==> src/hw/rtl/assert_macros.svh <==
// Assertion macros used by set_assoc_lru_cache_model_core.
// No dependencies; SYNTH selects the empty forms for synthesis.
`ifndef ASSERT_MACROS_SVH
`define ASSERT_MACROS_SVH

`ifndef SYNTH

// Clocked property, disabled while rst is high.
`define ASSERT_CLK(label, clk, rst, prop, msg) \
   label: assert property (@(posedge clk) disable iff (rst) (prop)) else $error(msg);

// Clocked property, checked during reset too.
`define ASSERT_ALWAYS(label, clk, prop, msg) \
   label: assert property (@(posedge clk) (prop)) else $error(msg);

`else

`define ASSERT_CLK(label, clk, rst, prop, msg)
`define ASSERT_ALWAYS(label, clk, prop, msg)

`endif

`endif

==> src/hw/rtl/salc_ram.sv <==
// Generic single-port-write, single-port-read RAM with registered read.
// No dependencies.
`default_nettype none

module salc_ram #(
   parameter int WIDTH = 8,
   parameter int DEPTH = 16
) (
   input  wire logic                     clock,
   input  wire logic                     wr_en,
   input  wire logic [$clog2(DEPTH)-1:0] wr_addr,
   input  wire logic [WIDTH-1:0]         wr_data,
   input  wire logic                     rd_en,
   input  wire logic [$clog2(DEPTH)-1:0] rd_addr,
   output logic      [WIDTH-1:0]         rd_data
);

   logic [WIDTH-1:0] mem_ff [DEPTH];
   logic [WIDTH-1:0] rd_data_ff;

   always_ff @(posedge clock) begin
      if (wr_en) begin
         mem_ff[wr_addr] <= wr_data;
      end
      // hold the last read word until the next read
      if (rd_en) begin
         rd_data_ff <= mem_ff[rd_addr];
      end
   end

   assign rd_data = rd_data_ff;

endmodule

`default_nettype wire

==> config.mk <==
export PLATFORM = sky130hd
export DESIGN_NAME = salc_ram
export DESIGN_NICKNAME = d
export VERILOG_FILES = /design/src/hw/rtl/assert_macros.svh /design/src/hw/rtl/salc_ram.sv
export SDC_FILE = /design/constraint.sdc
export NUM_CORES = 1
export LEC_CHECK = 0
export ABC_AREA = 0
export BUFFER_PORTS_ARGS = -buffer_cell sky130_fd_sc_hd__clkbuf_2
export CORE_ASPECT_RATIO = 0.5
export CORE_MARGIN = 2
export CORE_UTILIZATION = 50
export CTS_CLUSTER_SIZE = 12
export DETAILED_ROUTE_END_ITERATION = 7
export GPL_ROUTABILITY_DRIVEN = 0
export PLACE_DENSITY_LB_ADDON = 0.25
export SYNTH_ARGS = -nofsm -noshare
export SYNTH_HDL_FRONTEND = slang
export SYNTH_SLANG_ARGS = --single-unit
==> constraint.sdc <==
create_clock -name clock -period 2.1 [get_ports clock]
set_input_delay 0.315 -clock clock [delete_from_list [all_inputs] [get_ports clock]]
set_output_delay 0.315 -clock clock [all_outputs]
set_load 0.02 [all_outputs]
==> impl_metrics.ini <==
[outcome]
status = finished, final reports clean

[timing]
fin_hold_ws_ps = 321
rsz0062_at_grt = false
period_minus_slack_ps = 1620
worst-slew-pin-transition_ps = 411
endpoints_failing_setup = 0
slew_headroom_pct = 72.6
postLayoutSetupSlackWorst_ps = 477
skew_ps = 6.08
total_negative_setup_slack_ps = 0
maxClockFrequency_ghz = 0.616
slew_viol_final = 0
fin_crit_sh_pct = 77.3
finalHoldViolCount = 0

[routing]
ant_nets = 0
post_dr_vias_cell = 5.71
dr.first_iter.drc_count = 241
detail_route.wl_per_cell_um = 23.6
post_route_drc = 0
met1Wirelength_um = 4710
routed_wl_um = 10300
firstDrtPassIters = 5
route.met2.wl_um = 4640
routed-via-count = 2506
met3RoutedLength_um = 837
maxUsedRoutingLayer = met4

[global_routing]
maximum_number_of_pins_on_one_net_before_global_route_repair = 33
grt_use_total_pct = 19.9
grt_pass1_vias = 2550
number_of_antenna_violations_at_the_first_check_in_global_routing = 0
globalRouteOverflowTotal = 0
first_pass_grt_wire_length_um = 15400

[floorplan]
top_level_ports = 27
initial_core_util_pct = 51.3
core_region_area_um2 = 10200
dieArea_um2 = 11300
die_h_um = 76.3
die_x_um = 149
std_cell_rows = 26

[synthesis]
syn_area_um2 = 5230
synth_cell_type_count = 18
synth-seq-cells = 136
synth.avg_cell_area_um2 = 22.8
synth_fp_nets = 248
synth-seq-area-share_pct = 78.1
ys_warn_count = 0
mapped_cells = 229

[clock_network]
tritoncts.num_buffers = 17
cts_max_path_buffers = 2
postCtsResizedCells = 0
clk_pin_slew_worst_paths_ps = 60
cts-root-buf = clkbuf_16
insertion_delay_ps = 410
cts.repair_timing.setup_buffer_count = 0
cts-hold-fix-buffers = 0
clock_net_sink_count = 136
htreeDepth = 4
tritoncts = yes

[worst_setup_path]
rr_worst_depth = 3
worstReg2RegEnd = rd_data[3]
crit_path_max_fanout = 1
critical-path-top-delay-family = multiplexers
critPathCaptureType = register
regToRegSetupSlack_ps = 480
critical_path_buf_inv_count = 0
timing.setup.critical_path_class = reg2reg
master_of_the_slowest_instance_on_the_critical_path = mux4_1
timing.rr.start = mem_ff[1][3]
cpPeakStageDelay_ps = 520
critPathRequiredTime_ps = 2250
cells_along_the_critical_path = mux4_1 -> a22oi_1 -> nand2_1
critical_path_arrival_ps = 1780
worstSetupStartpointType = register

[min_path]
hold_path_class = in2reg
hold_start = rd_en
timing.hold.worst_path_depth = 1
worst_hold_path_endpoint = rd_data[6]

[power_and_ir_drop]
ir_drop_mv = 0.532
power_density_nw_per_um2 = 970
leakagePower_nw = 2.10
total_power_consumption_mw = 5.98

[layout]
syn2layout_area_growth_pct = 17.9
commonest_cells_after_routing_fill_and_taps_aside = edfxtp_1, clkbuf_2, buf_4
design.final.nets = 306
diodes = 0
nFillCells = 714
finished_core_util_pct = 60.5
drive_above_1_share_pct = 31.1
final_common_cell = edfxtp_1

[placed_design]
placement.io_buffers = 26
pre_cts_ws_ps = 116
hpwl_reported_at_the_end_of_detailed_placement_um = 6350

[run]
maxCapViolCount = 0
synth_stat cells, drive strengths merged:
cell type	instances	area share (%)
edfxtp	136	78
mux4	32	15
a22oi	16	2.3
nor2	13	0.93
nand2	9	0.65
buf	7	1.1
nor3	4	0.38
clkdlybuf4s25	3	0.57
nand2b	2	0.24
nand3b	2	0.29
and2	1	0.12
and2b	1	0.14
nand3	1	0.096
nor2b	1	0.12
or3b	1	0.17
power by group:
part	switching, mW	internal (mW)	total (mW)	leakage [nW]
clock network	1.02	1.58	2.60	0.252
logic	0.176	0.124	0.301	0.607
registers	0.0184	3.06	3.08	1.24
cells by family after synthesis:
| family | count (synthesis) | share of synthesized area (%) |
|---|---|---|
| AND/OR/NAND/NOR | 35 | 3.14 |
| buffers and inverters | 10 | 1.65 |
| flip-flops | 136 | 78.1 |
| AO/OA/AOI/OAI | 16 | 2.30 |
| multiplexers | 32 | 14.8 |
flip-flops by register name, indices dropped and copies added, names as in the netlist:
register / cells
mem_ff: 128
rd_data: 8
worst max path at each step:
stage / start / endpoint / cells after the start
after floorplan: wr_addr[2] / mem_ff[0][0] / 2
after global placement: rd_addr[0] / rd_data[3] / 5
final: mem_ff[1][3] / rd_data[3] / 3
after detailed placement: rd_addr[0] / rd_data[0] / 6
after CTS: rd_addr[0] / rd_data[1] / 6
after global routing: rd_addr[0] / rd_data[0] / 6
routing by layer:
| layer | GRT usage [%] | vias up |
|---|---|---|
| met5 | 0 | - |
| met4 | 6.67 | 0 |
| met3 | 6.11 | 12 |
| met2 | 28.3 | 90 |
| met1 | 29.7 | 1306 |
| li1 | - | 1098 |
through the flow:
| stage | cell area [um2] | instances |
|---|---|---|
| after floorplan | 5230 | 229 |
| after global placement | 5640 | 408 |
| after detailed placement | 5640 | 408 |
| after CTS | 6160 | 439 |
| after global routing | 6160 | 439 |
| final | 6160 | 439 |
final cells by class:
cell class	instances	area, um2	area share, %
clock buffers	18	429	6.96
clock inverters	13	88.8	1.44
multi-input cells	83	1060	17.2
flip-flops and latches	136	4080	66.3
well taps	140	175	2.84
repair buffers	49	328	5.32
Power figures use the tool's default switching activity.
